## src/hw/rtl/cas_pkg.sv

```systemverilog
`timescale 1ns / 1ps
// ----------------------------------------------------------------------------
// cas_pkg: shared types and constants for the capacitance autorange selector
// Range table, item structs, sequencer states and control bundles.
// ----------------------------------------------------------------------------
package cas_pkg;

	localparam int ACC_W     = 20;
	localparam int MUL_A_W   = 33;
	localparam int MUL_B_W   = 11;
	localparam int MUL_P_W   = MUL_A_W + MUL_B_W;
	localparam int CFG_IDX_W = 2;
	localparam int CFG_DAT_W = 12;

	localparam logic [3:0] LAST_RANGE = 4'd15;

	// status codes
	localparam logic [1:0] STAT_NEXT    = 2'd0;
	localparam logic [1:0] STAT_DONE    = 2'd1;
	localparam logic [1:0] STAT_BACKOFF = 2'd2;
	localparam logic [1:0] STAT_OVER    = 2'd3;

	// register indexes
	localparam logic [CFG_IDX_W-1:0] CFG_STOP_THR  = 2'd0;
	localparam logic [CFG_IDX_W-1:0] CFG_CUR_RATIO = 2'd1;
	localparam logic [CFG_IDX_W-1:0] CFG_DELAY     = 2'd2;

	localparam logic [11:0] STOP_THR_RST  = 12'd3072;
	localparam logic [7:0]  CUR_RATIO_RST = 8'd20;
	localparam logic [7:0]  DELAY_RST     = 8'd59;

	typedef struct packed {
		logic [15:0] first_sum;
		logic [15:0] second_sum;
		logic        over_range;
	} cas_in_t;

	typedef struct packed {
		logic [1:0]  status;
		logic [3:0]  range_number;
		logic [4:0]  burst_length;
		logic [9:0]  burst_spacing;
		logic [16:0] spacing_delay;
		logic        low_current;
	} cas_out_t;

	typedef enum logic [2:0] {
		ST_IDLE,
		ST_DELTA,
		ST_MUL1,
		ST_ADD,
		ST_MUL2,
		ST_CMP,
		ST_EMIT
	} cas_state_t;

	typedef enum logic [1:0] {
		MUL_PEAK,
		MUL_RATIO,
		MUL_DELAY
	} cas_mul_sel_t;

	// status from datapath into the sequencer
	typedef struct packed {
		logic go_emit;   // accepted item ends the sweep without an estimate
		logic go_est;    // accepted item completes a range, estimate needed
		logic out_free;  // output register can take a result
	} cas_sts_t;

	// control from the sequencer into the datapath
	typedef struct packed {
		logic         in_ready;
		logic         ld_delta;
		logic         ld_prod;
		logic         ld_est;
		logic         ld_cmp;
		logic         emit;
		cas_mul_sel_t mul_sel;
	} cas_ctrl_t;

	// range table
	function automatic logic [4:0] row_blen(input logic [3:0] idx);
		logic [4:0] r;
		unique case (idx)
			4'd0:    r = 5'd1;
			4'd1:    r = 5'd2;
			4'd2:    r = 5'd4;
			4'd3:    r = 5'd8;
			default: r = 5'd16;
		endcase
		return r;
	endfunction

	// log2 of the burst spacing
	function automatic logic [3:0] row_shift(input logic [3:0] idx);
		return (idx < 4'd10) ? idx : (idx - 4'd6);
	endfunction

	function automatic logic [9:0] row_bspace(input logic [3:0] idx);
		return 10'd1 << row_shift(idx);
	endfunction

	function automatic logic [4:0] row_reps(input logic [3:0] idx);
		logic [4:0] r;
		unique case (idx)
			4'd0:    r = 5'd16;
			4'd1:    r = 5'd8;
			4'd2:    r = 5'd4;
			4'd3:    r = 5'd2;
			default: r = 5'd1;
		endcase
		return r;
	endfunction

	function automatic logic row_lowcur(input logic [3:0] idx);
		return idx < 4'd10;
	endfunction

endpackage

```

## src/hw/rtl/cas_mul.sv

```systemverilog
`timescale 1ns / 1ps
// ----------------------------------------------------------------------------
// cas_mul: shared signed multiplier
// One 33x11 signed multiply, time-shared by the sequencer.
// ----------------------------------------------------------------------------
module cas_mul
	import cas_pkg::*;
(
	input  logic signed [MUL_A_W-1:0] a,
	input  logic signed [MUL_B_W-1:0] b,
	output logic signed [MUL_P_W-1:0] p
);

	assign p = MUL_P_W'(a) * MUL_P_W'(b);

endmodule

```

## src/hw/rtl/cas_ctrl.sv

```systemverilog
`timescale 1ns / 1ps
// ----------------------------------------------------------------------------
// cas_ctrl: estimate sequencer
// Steps the shared multiplier through the peak estimate and the result load.
// ----------------------------------------------------------------------------
module cas_ctrl
	import cas_pkg::*;
(
	input  logic      clk,
	input  logic      arst_n,
	input  logic      in_valid,
	input  cas_sts_t  sts,
	output cas_ctrl_t ctrl
);

	cas_state_t state_q, state_d;

	always_ff @(posedge clk or negedge arst_n) begin
		if (!arst_n) begin
			state_q <= ST_IDLE;
		end else begin
			state_q <= state_d;
		end
	end

	always_comb begin
		state_d = state_q;
		unique case (state_q)
			ST_IDLE: begin
				if (in_valid) begin
					if (sts.go_emit) begin
						state_d = ST_EMIT;
					end else if (sts.go_est) begin
						state_d = ST_DELTA;
					end
				end
			end
			ST_DELTA: state_d = ST_MUL1;
			ST_MUL1:  state_d = ST_ADD;
			ST_ADD:   state_d = ST_MUL2;
			ST_MUL2:  state_d = ST_CMP;
			ST_CMP:   state_d = ST_EMIT;
			ST_EMIT: begin
				if (sts.out_free) begin
					state_d = ST_IDLE;
				end
			end
			default:  state_d = ST_IDLE;
		endcase
	end

	always_comb begin
		ctrl = '0;
		ctrl.mul_sel = MUL_DELAY;
		unique case (state_q)
			ST_IDLE:  ctrl.in_ready = 1'b1;
			ST_DELTA: ctrl.ld_delta = 1'b1;
			ST_MUL1: begin
				ctrl.ld_prod = 1'b1;
				ctrl.mul_sel = MUL_PEAK;
			end
			ST_ADD:   ctrl.ld_est = 1'b1;
			ST_MUL2: begin
				ctrl.ld_prod = 1'b1;
				ctrl.mul_sel = MUL_RATIO;
			end
			ST_CMP:   ctrl.ld_cmp = 1'b1;
			ST_EMIT:  ctrl.emit = sts.out_free;
			default:  ctrl = '0;
		endcase
	end

endmodule

```

## src/hw/rtl/capacitance_autorange_selector.sv

```systemverilog
`timescale 1ns / 1ps
// ----------------------------------------------------------------------------
// capacitance_autorange_selector: range sweep over a 16-entry range table
// Accumulates slope samples per range, estimates the next range's peak
// and either advances or ends the sweep.
// ----------------------------------------------------------------------------
// An item that only accumulates gives no result and the sequencer stays idle.
// An over-range item, or the last item of range 15, goes straight to EMIT. An
// item that completes ranges 0..14 runs the estimate through the shared
// multiplier in DELTA, MUL1, ADD, MUL2 and CMP before EMIT. Items are taken only
// in idle. The output register holds one pending result; EMIT waits till it is free.
// Reset: sweep at range 0, sums cleared, 16 samples left, registers at defaults.
module capacitance_autorange_selector
	import cas_pkg::*;
(
	input  logic                 clk,
	input  logic                 arst_n,
	input  logic                 in_valid,
	output logic                 in_ready,
	input  cas_in_t              in_item,
	output logic                 out_valid,
	input  logic                 out_ready,
	output cas_out_t             out_item,
	input  logic                 cfg_wr_en,
	input  logic [CFG_IDX_W-1:0] cfg_index,
	input  logic [CFG_DAT_W-1:0] cfg_wdata
);

	// ---------------------------------------------------------------- config
	logic [11:0] stop_thr_q;
	logic [7:0]  cur_ratio_q;
	logic [7:0]  delay_q;

	always_ff @(posedge clk or negedge arst_n) begin
		if (!arst_n) begin
			stop_thr_q  <= STOP_THR_RST;
			cur_ratio_q <= CUR_RATIO_RST;
			delay_q     <= DELAY_RST;
		end else if (cfg_wr_en) begin
			unique case (cfg_index)
				CFG_STOP_THR:  stop_thr_q  <= cfg_wdata;
				CFG_CUR_RATIO: cur_ratio_q <= cfg_wdata[7:0];
				CFG_DELAY:     delay_q     <= cfg_wdata[7:0];
				default:       ;
			endcase
		end
	end

	// ------------------------------------------------------------- sequencer
	cas_sts_t  sts;
	cas_ctrl_t ctrl;

	cas_ctrl u_ctrl (
		.clk      (clk),
		.arst_n   (arst_n),
		.in_valid (in_valid),
		.sts      (sts),
		.ctrl     (ctrl)
	);

	assign in_ready = ctrl.in_ready;
	logic in_fire;
	assign in_fire = in_valid & ctrl.in_ready;

	// ---------------------------------------------------------- sweep state
	logic [3:0]       range_q;
	logic [ACC_W-1:0] acc_first_q, acc_second_q;
	logic [4:0]       left_q;
	logic [1:0]       status_q;  // pending result status
	logic [3:0]       rn_q;      // pending result range

	logic       last_sample;
	logic [3:0] range_nxt;
	assign last_sample = (left_q <= 5'd1);  // zero counts as one
	assign range_nxt   = range_q + 4'd1;

	// Over-range ends the sweep at once; range 15 has no next range to estimate.
	assign sts.go_emit  = in_item.over_range | (last_sample & (range_q == LAST_RANGE));
	assign sts.go_est   = ~in_item.over_range & last_sample & (range_q != LAST_RANGE);
	assign sts.out_free = ~out_valid | out_ready;

	// -------------------------------------------------------------- datapath
	logic signed [20:0]        diff;
	logic signed [29:0]        diff256, bias, delta_d;
	logic signed [29:0]        delta_q;
	logic signed [MUL_A_W-1:0] est_q, est_d, mul_a;
	logic signed [MUL_B_W-1:0] mul_b;
	logic signed [MUL_P_W-1:0] mul_p, prod_q, prod_sh8, scaled;
	logic [4:0]                blen_nxt;
	logic [9:0]                factor;
	logic                      cur_switch;
	logic                      est_over;

	// delta = diff*256 / spacing, truncated toward zero; spacing is a power of two
	assign diff    = $signed({1'b0, acc_second_q}) - $signed({1'b0, acc_first_q});
	assign diff256 = {diff[20], diff, 8'b0};
	assign bias    = diff[20] ? $signed({20'b0, row_bspace(range_q) - 10'd1}) : '0;
	assign delta_d = (diff256 + bias) >>> row_shift(range_q);

	// next range's sample point in spacing units
	assign blen_nxt   = row_blen(range_nxt);
	assign factor     = row_bspace(range_nxt) + {6'b0, blen_nxt[4:1]};
	// low to high current source switch happens between this range and the next
	assign cur_switch = row_lowcur(range_q) & ~row_lowcur(range_nxt);

	always_comb begin
		mul_a = '0;
		mul_b = '0;
		case (ctrl.mul_sel)
			MUL_PEAK: begin
				mul_a = {{(MUL_A_W-30){delta_q[29]}}, delta_q};
				mul_b = $signed({1'b0, factor});
			end
			MUL_RATIO: begin
				mul_a = est_q;
				mul_b = cur_switch ? $signed({3'b0, cur_ratio_q}) : MUL_B_W'(1);
			end
			MUL_DELAY: begin
				mul_a = $signed({{(MUL_A_W-10){1'b0}}, row_bspace(rn_q)});
				mul_b = $signed({3'b0, delay_q});
			end
			default: ;
		endcase
	end

	cas_mul u_mul (
		.a (mul_a),
		.b (mul_b),
		.p (mul_p)
	);

	// floor shifts are arithmetic shifts
	assign prod_sh8 = prod_q >>> 8;
	assign est_d    = $signed({{(MUL_A_W-ACC_W){1'b0}}, acc_first_q}) + prod_sh8[MUL_A_W-1:0];
	assign scaled   = prod_q >>> 4;
	assign est_over = scaled > $signed({{(MUL_P_W-12){1'b0}}, stop_thr_q});

	always_ff @(posedge clk) begin
		if (ctrl.ld_delta) begin
			delta_q <= delta_d;
		end
		if (ctrl.ld_prod) begin
			prod_q <= mul_p;
		end
		if (ctrl.ld_est) begin
			est_q <= est_d;
		end
	end

	always_ff @(posedge clk or negedge arst_n) begin
		if (!arst_n) begin
			range_q      <= '0;
			acc_first_q  <= '0;
			acc_second_q <= '0;
			left_q       <= row_reps(4'd0);
			status_q     <= STAT_DONE;
			rn_q         <= '0;
		end else begin
			if (in_fire) begin
				if (in_item.over_range) begin
					// back off one range, or flag over-range at the first range
					status_q <= (range_q != 4'd0) ? STAT_BACKOFF : STAT_OVER;
					rn_q     <= (range_q != 4'd0) ? (range_q - 4'd1) : 4'd0;
				end else begin
					acc_first_q  <= acc_first_q + {4'b0, in_item.first_sum};
					acc_second_q <= acc_second_q + {4'b0, in_item.second_sum};
					if (!last_sample) begin
						left_q <= left_q - 5'd1;
					end
					status_q <= STAT_DONE;
					rn_q     <= range_q;
				end
			end
			if (ctrl.ld_cmp) begin
				status_q <= est_over ? STAT_DONE : STAT_NEXT;
				rn_q     <= est_over ? range_q : range_nxt;
			end
			if (ctrl.emit) begin
				acc_first_q  <= '0;
				acc_second_q <= '0;
				if (status_q == STAT_NEXT) begin
					range_q <= rn_q;
					left_q  <= row_reps(rn_q);
				end else begin
					range_q <= '0;
					left_q  <= row_reps(4'd0);
				end
			end
		end
	end

	// ------------------------------------------------------- output register
	logic     out_valid_q;
	cas_out_t out_q;

	always_ff @(posedge clk or negedge arst_n) begin
		if (!arst_n) begin
			out_valid_q <= 1'b0;
		end else if (ctrl.emit) begin
			out_valid_q <= 1'b1;
		end else if (out_ready) begin
			out_valid_q <= 1'b0;
		end
	end

	always_ff @(posedge clk) begin
		if (ctrl.emit) begin
			out_q.status        <= status_q;
			out_q.range_number  <= rn_q;
			out_q.burst_length  <= row_blen(rn_q);
			out_q.burst_spacing <= row_bspace(rn_q);
			out_q.spacing_delay <= ({5'b0, row_blen(rn_q)} == row_bspace(rn_q)) ?
				17'd0 : mul_p[16:0];
			out_q.low_current   <= row_lowcur(rn_q);
		end
	end

	assign out_valid = out_valid_q;
	assign out_item  = out_q;

`ifndef SYNTH
	// a range is never left with zero samples to take
	a_left_nonzero: assert property (@(posedge clk) disable iff (!arst_n)
		ctrl.in_ready |-> left_q != 5'd0)
		else $error("samples left is zero while idle");

	// advancing never wraps back to the first range
	a_next_nonzero: assert property (@(posedge clk) disable iff (!arst_n)
		(ctrl.emit && status_q == STAT_NEXT) |-> rn_q != 4'd0)
		else $error("advance result names range 0");

	// over-range at the first range always reports range 0
	a_over_first: assert property (@(posedge clk) disable iff (!arst_n)
		(ctrl.emit && status_q == STAT_OVER) |-> rn_q == 4'd0)
		else $error("over-range status with nonzero range");

	// every result clears the sums and loads the output register
	a_emit_clear: assert property (@(posedge clk) disable iff (!arst_n)
		ctrl.emit |=> (acc_first_q == '0 && acc_second_q == '0 && out_valid_q))
		else $error("sums not cleared after result");
`endif

endmodule
```

## config.mk

```make
export PLATFORM = sky130hd
export DESIGN_NAME = capacitance_autorange_selector
export DESIGN_NICKNAME = d
export VERILOG_FILES = /design/src/hw/rtl/cas_pkg.sv /design/src/hw/rtl/cas_mul.sv /design/src/hw/rtl/cas_ctrl.sv /design/src/hw/rtl/capacitance_autorange_selector.sv
export SDC_FILE = /design/constraint.sdc
export NUM_CORES = 1
export LEC_CHECK = 0
export BUFFER_PORTS_ARGS = -buffer_cell sky130_fd_sc_hd__buf_2
export CORE_ASPECT_RATIO = 1.4
export CORE_MARGIN = 4
export CORE_UTILIZATION = 52
export DETAILED_ROUTE_END_ITERATION = 10
export GPL_ROUTABILITY_DRIVEN = 0
export PLACE_DENSITY = 0.79
export SLEW_MARGIN = 20
export SYNTH_ARGS = -nofsm -noshare
export SYNTH_HDL_FRONTEND = slang
export SYNTH_HIERARCHICAL = 1
export SYNTH_SLANG_ARGS = --single-unit
```

## constraint.sdc

```tcl
create_clock -name clk -period 10.7 [get_ports clk]
set_clock_uncertainty 0.15 [all_clocks]
set_input_delay 1.07 -clock clk [delete_from_list [all_inputs] [get_ports clk]]
set_output_delay 1.07 -clock clk [all_outputs]
set_load 0.005 [all_outputs]
```

==> Yosys cells after proc, flatten, opt, wreduce, memory -nomap -nowiden <==
Cells that the tools add are included.
{ "classes": {"n_reduce_logical": 18, "multipliers": 1, "n_eq_ne": 24, "bitwise_logic": 10, "n_shift": 4, "order_cmp": 5, "addsub": 13, "muxes": 47} }
{ "op_table": {"columns": ["cell", "n"], "rows": [
  ["20-bit 2-to-1 mux", 6],
  ["33-bit case mux with 3 select lines", 1],
  ["5-bit case mux with 4 select lines", 3],
  ["33-bit by 11-bit multiplier with 44-bit output", 1],
  ["20-bit by 16-bit adder with 20-bit output", 2],
  ["40-bit by 13-bit > comparator with 1-bit output", 1],
  ["4-bit 2-to-1 mux", 9],
  ["20-bit by 33-bit adder with 33-bit output", 1],
  ["29-bit by 11-bit adder with 30-bit output", 1],
  ["5-bit 2-to-1 mux", 6],
  ["10-bit case mux with 3 select lines", 1],
  ["1-bit by 4-bit left shift with 10-bit output (first input constant)", 3],
  ["30-bit by 4-bit >>> shifter with 30-bit output", 1],
  ["3-bit case mux with 7 select lines", 1],
  ["20-bit by 20-bit subtractor with 21-bit output", 1],
  ["4-bit by 2-bit equality test with 1-bit output (second input constant)", 4],
  ["4-bit < comparator (second input constant)", 3],
  ["3-bit 2-to-1 mux", 4],
  ["4-bit by 3-bit subtractor with 4-bit output (second input constant)", 3],
  ["10-bit by 4-bit adder with 10-bit output", 1],
  ["5-bit by 10-bit equality test with 1-bit output", 1],
  ["1-bit 2-to-1 mux", 10],
  ["10-bit 2-to-1 mux", 1],
  ["10-bit by 1-bit subtractor with 10-bit output (second input constant)", 1],
  ["other kinds (30)", 56]
]} }
{ "totals": {"inputBits": 52, "register_bits": 233, "word_cells": 142} }

==> Longest topological paths before layout <==
{ "logic_depth": {"depth_word": 7, "mapped_depth": 39} }

==> Modules after synthesis <==
The synthesis kept the hierarchy.
{ "by_module_without_submodules": {"columns": ["module", "n_inst", "cells_per_inst", "seq_area_each_um2", "area_per_inst_um2"], "rows": [
  ["capacitance_autorange_selector", 1, 1693, 6379.9, 15930.3],
  ["cas_mul", 1, 1428, 0.0, 12290.5],
  ["cas_ctrl", 1, 28, 75.1, 242.7]
]} }

==> Worst setup path after synthesis <==
Ideal clock, no wire load.
{ "synth_path": {"path_kind": "register -> register", "startpoint": "register range_q[0]", "endpoint": "register prod_q[42] (data pin)", "required_time_ns": 10.290, "stages_incl_launch_ff": 38, "arrival_time_ns": 9.123, "synth_period_minus_slack_ns": 9.533, "n_path_buf": 5, "setup_time_ns": 0.260, "path_slack_ns": 1.167, "cell_sequence": "dfrtp_1 > clkbuf_1 > inv_1 > clkbuf_1 > clkbuf_1 > clkbuf_1 > ha_1 > ha_1 > nor3_1 > a22oi_1 > nor2_1 > ha_1 > fa_1 > a21o_1 > a21oi_1 > xnor2_1 > a22oi_1 > o21ai_0 > [2 not listed] > fa_1 > fa_1 > inv_1 > fa_1 > fa_1 > inv_1 > fa_1 > inv_1 > ha_1 > a21o_1 > a21o_1 > a21oi_2 > o221ai_2 > or4_4 > o21ai_2 > o21bai_2 > a221oi_2 > xnor2_1"} }
{ "synth_via": {"elab_chain_len": 7} }
{ "synth_rtl": {"columns": ["item", "line_no", "rtl"], "rows": [
  ["start, declared", "capacitance_autorange_selector.sv:66", "logic [3:0] range_q;"],
  ["start signal, assigned", "capacitance_autorange_selector.sv:182", "range_q <= rn_q;"],
  ["4-bit by 1-bit adder with 4-bit output", "capacitance_autorange_selector.sv:75", "assign range_nxt = range_q + 4'd1;"],
  ["4-bit by 3-bit subtractor with 4-bit output / 4-bit < comparator (equally long branches)", "cas_pkg.sv:96, cas_pkg.sv:116", null],
  ["4-bit 2-to-1 mux / 1-bit inverter (equally long branches)", "cas_pkg.sv:96, capacitance_autorange_selector.sv:104", null],
  ["1-bit by 4-bit left shift with 10-bit output / 1-bit AND (equally long branches)", "cas_pkg.sv:100, capacitance_autorange_selector.sv:104", null],
  ["10-bit by 4-bit adder with 10-bit output / 8-bit 2-to-1 mux (equally long branches)", "capacitance_autorange_selector.sv:102, capacitance_autorange_selector.sv:116", null],
  ["10-bit case mux with 3 select lines *", "capacitance_autorange_selector.sv:109", "case (ctrl.mul_sel)"],
  ["named net mul_b[4]", "capacitance_autorange_selector.sv:87", "logic signed [MUL_B_W-1:0] mul_b;"],
  ["33-bit by 11-bit multiplier with 44-bit output *", "cas_mul.sv:14", "assign p = MUL_P_W'(a) * MUL_P_W'(b);"],
  ["named net mul_p[42]", "capacitance_autorange_selector.sv:88", "logic signed [MUL_P_W-1:0] mul_p, prod_q, prod_sh8, scaled;"],
  ["end signal, assigned", "capacitance_autorange_selector.sv:143", "prod_q <= mul_p;"],
  ["end, declared", "capacitance_autorange_selector.sv:88", null]
]} }
Mark *: on every way through the listed nets, which the timed path passes. The rest lies on a longest branch.
A chain may end at the register's enable or synchronous reset.

==> Worst setup path after layout <==
{ "layout_path": {"startpoint": "register range_q[2]", "endpoint": "register prod_q[29] (data pin)"} }
The elaborated chain is that of the path after synthesis.

==> flow_metrics.tcl <==
set metrics [dict create \
    status "complete, no violations" \
    sequential_element_share_of_the_synthesized_area_pct 22.7 \
    dominant_cell_type_by_count_on_the_critical_path "fa_1" \
    dpl.hpwl_um 55400 \
    avgRoutedWirePerCell_um 18.2 \
    ys.warnings.count 6 \
    postSynthRegisterBits 229 \
    dr.first_iter.drc_count 1587 \
    dr_total_vias 22700 \
    hold_buffer_count_at_cts 0 \
    post_synth_num_cell_types 105 \
    crit_fanout 33 \
    timing.setup.tns_ns 0 \
    synth_top_area_share_pct 22.6 \
    worst_r2r_path_depth 33 \
    grt_overflow_total 0 \
    grt_start_max_net_pins 87 \
    cts_setup_buffers 0 \
    grt_first_pass_wirelength_um 118000 \
    placement.io_buffers 92 \
    r2r_end "prod_q[29]" \
    die_w_um 206 \
    relSlewSlack_pct 22.6 \
    synth_top_flop_cell "edfxtp_1" \
    drc 0 \
    critical_path_s_largest_stage_delay_ns 0.75 \
    design.portCount 93 \
    hold_violations 0 \
    fp-row-count 101 \
    tritoncts "built" \
    synth_commonest_cells "inv_1 (434), nand2_1 (379), fa_1 (321)" \
    ctsRootBufferMaster "clkbuf_16" \
    syn_area_per_cell_um2 9.04 \
    finalSetupViolCount 0 \
    r2r_slack_ns 0.76 \
    setup_slack_ns 0.756 \
    post_drt_via_cell_ratio 5.82 \
    dpl_worst_slack_ns 1.03 \
    worst_slew_pin_slew_ns 1.15 \
    fmaxAchievable_ghz 0.101 \
    clkLatencyLatePin_ns 0.55 \
    clkSinkCount 229 \
    cts.htree.levels 1 \
    setup.worst_path.start_class "flip-flop" \
    num-fill-cells 4647 \
    rsz0062_at_grt "false" \
    antennaDiodeCount 0 \
    synthDominantAreaCellType "fa_1" \
    post_route_ant_nets 0 \
    core_um2 54200 \
    syn_area_um2 28500 \
    clk_slew_on_worst_s_h_paths_ns 0.07 \
    synth_cells 3149 \
    cts_made_buffers 23 \
    layout.nets 3730 \
    synth_enable_flop_cells 142 \
    period_utilisation_layout_pct 92.9 \
    vias_in_the_first_global_route 23400 \
    final_period_minus_worst_setup_slack_ns 9.94 \
    syn2layout_area_growth_pct 6.69 \
    cts.repair.resized 0 \
    max-clock-path-buffers 3 \
    worst_path_max_delay_cell "xnor2_1" \
    hold_path_class "primary input to async pin" \
    worst-endpoint-required_ns 10.84 \
    end_kind "flip-flop" \
    worst-setup-path-type "flip-flop to flip-flop" \
    critPathArrivalTime_ns 10.08 \
    drtPass1Iterations 6 \
    fp.dieArea_um2 58600 \
    floorplan.initialDensity_pct 52.5 \
    track_usage_pct 24.7 \
    die_y_um 285 \
    worstReg2RegStart "range_q[2]" \
    synth.most_common_cell "inv_1" \
    max_cap_viol_count 0 \
    crit_start "range_q[2]" \
    worstSetupEndpoint "prod_q[29]" \
    synth_area_leaders "fa_1 (23%), edfxtp_1 (15%), ha_1 (8.5%)" \
    antenna_found_initial 0 \
    drt_wl_total_um 71200 \
    final_max_slew_viol_count 0 \
    final_layout_size_suffix_gt1_share_pct 8.62 \
    synthArstFlopShare_pct 38.0 \
]
-- placed cells by master, fill, tap and decap left out, types with 9 or more instances in the layout --
master,n
a211o_1,9
a211oi_1,26
a21o_1,65
a21oi_1,161
a22oi_1,11
a31oi_1,22
and2_1,168
and3_1,20
buf_2,91
buf_4,42
clkbuf_16,24
conb_1,9
dfrtp_1,75
dfstp_2,11
edfxtp_1,142
fa_1,321
ha_1,194
inv_1,434
mux2_2,27
mux2i_1,54
nand2_1,379
nand2b_1,21
nand3_1,49
nand4_1,19
nor2_1,205
nor2b_1,16
nor3_1,47
nor4_1,22
o211ai_1,14
o21a_1,31
o21ai_0,87
o21ai_1,16
o21ai_2,10
o21bai_1,13
or3_1,13
xnor2_1,97
xor2_1,36
-- worst min-delay path by stage --
| stage | from | end | slack [ns] | cells after the start |
|---|---|---|---|---|
| 6_report | arst_n | acc_second_q[15] | 0.29 | 1 |
| 5_1_grt | arst_n | acc_first_q[15] | 0.29 | 1 |
| 4_1_cts | arst_n | acc_second_q[15] | 0.28 | 1 |
| 3_5_place_dp | status_q[1] | out_item[38] | 0.32 | 0 |
| 3_3_place_gp | status_q[1] | out_item[38] | 0.31 | 0 |
| 2_1_floorplan | rn_q[0] | out_item[33] | 0.27 | 0 |
-- routing by layer --
metal  up-vias  wire length, um  global-route usage [%]
li1      10500                -                       -
met1     11200            27100                    30.1
met2       806            37100                    44.4
met3       192             3790                    2.40
met4         0             3230                    10.0
met5         -                0                       0
-- cell type report --
type | instances | area, um2 | share of cell area [%]
multi-input cells | 2341 | 19900 | 65.5
flip-flops and latches | 229 | 6460 | 21.3
inverters | 435 | 1630 | 5.38
well taps | 721 | 902 | 2.97
repair buffers | 133 | 771 | 2.54
clock buffers | 31 | 627 | 2.06
clock inverters | 11 | 92.6 | 0.305
-- critical path, delay by kind of cell (launching register included) --
kind | cells | cell delay (ns)
adder cells (fa/ha/maj) | 9 | 3.89
AO/OA/AOI/OAI | 12 | 2.83
XOR/XNOR | 3 | 0.98
AND/OR/NAND/NOR | 5 | 0.70
flip-flops | 1 | 0.55
buffers and inverters | 4 | 0.55
-- metrics by stage --
stage               util [%]  std cells  instance area (um2)  hold WS (ns)
finish                  56.0       3901                30400         0.287
global route            56.0       3901                30400         0.292
CTS                     56.0       3901                30400         0.276
detailed placement      54.7       3859                29600         0.319
global placement        54.7       3859                29600         0.313
floorplan                  -       3157                28500         0.273
-- kinds of logic (layout without fill, tap and decap cells) --
logic type / after synthesis / in the layout / synth area share, %
other: 1 / 9 / 0.0132
buffers and inverters: 587 / 610 / 7.86
xor gates and xnor gates: 134 / 134 / 4.19
muxes: 82 / 82 / 3.05
DFF: 229 / 229 / 22.7
adders and majority gates: 515 / 515 / 31.1
and+or+nand+nor: 1004 / 1004 / 16.8
AOI/OAI and AO/OA: 597 / 597 / 14.3
-- flip-flops by register name (all words and copies together), names as in the netlist --
name	count
status_q	2
rn_q	4
left_q	5
out_valid	1
acc_first_q	20
delta_q	30
acc_second_q	20
range_q	4
u_ctrl/state_q	3
delay_q	8
est_q	33
stop_thr_q	12
out_item	39
prod_q	40
cur_ratio_q	8
Power is not shown: default switching activity piles up to over one toggle a cycle in this logic, so the estimate is an artifact.
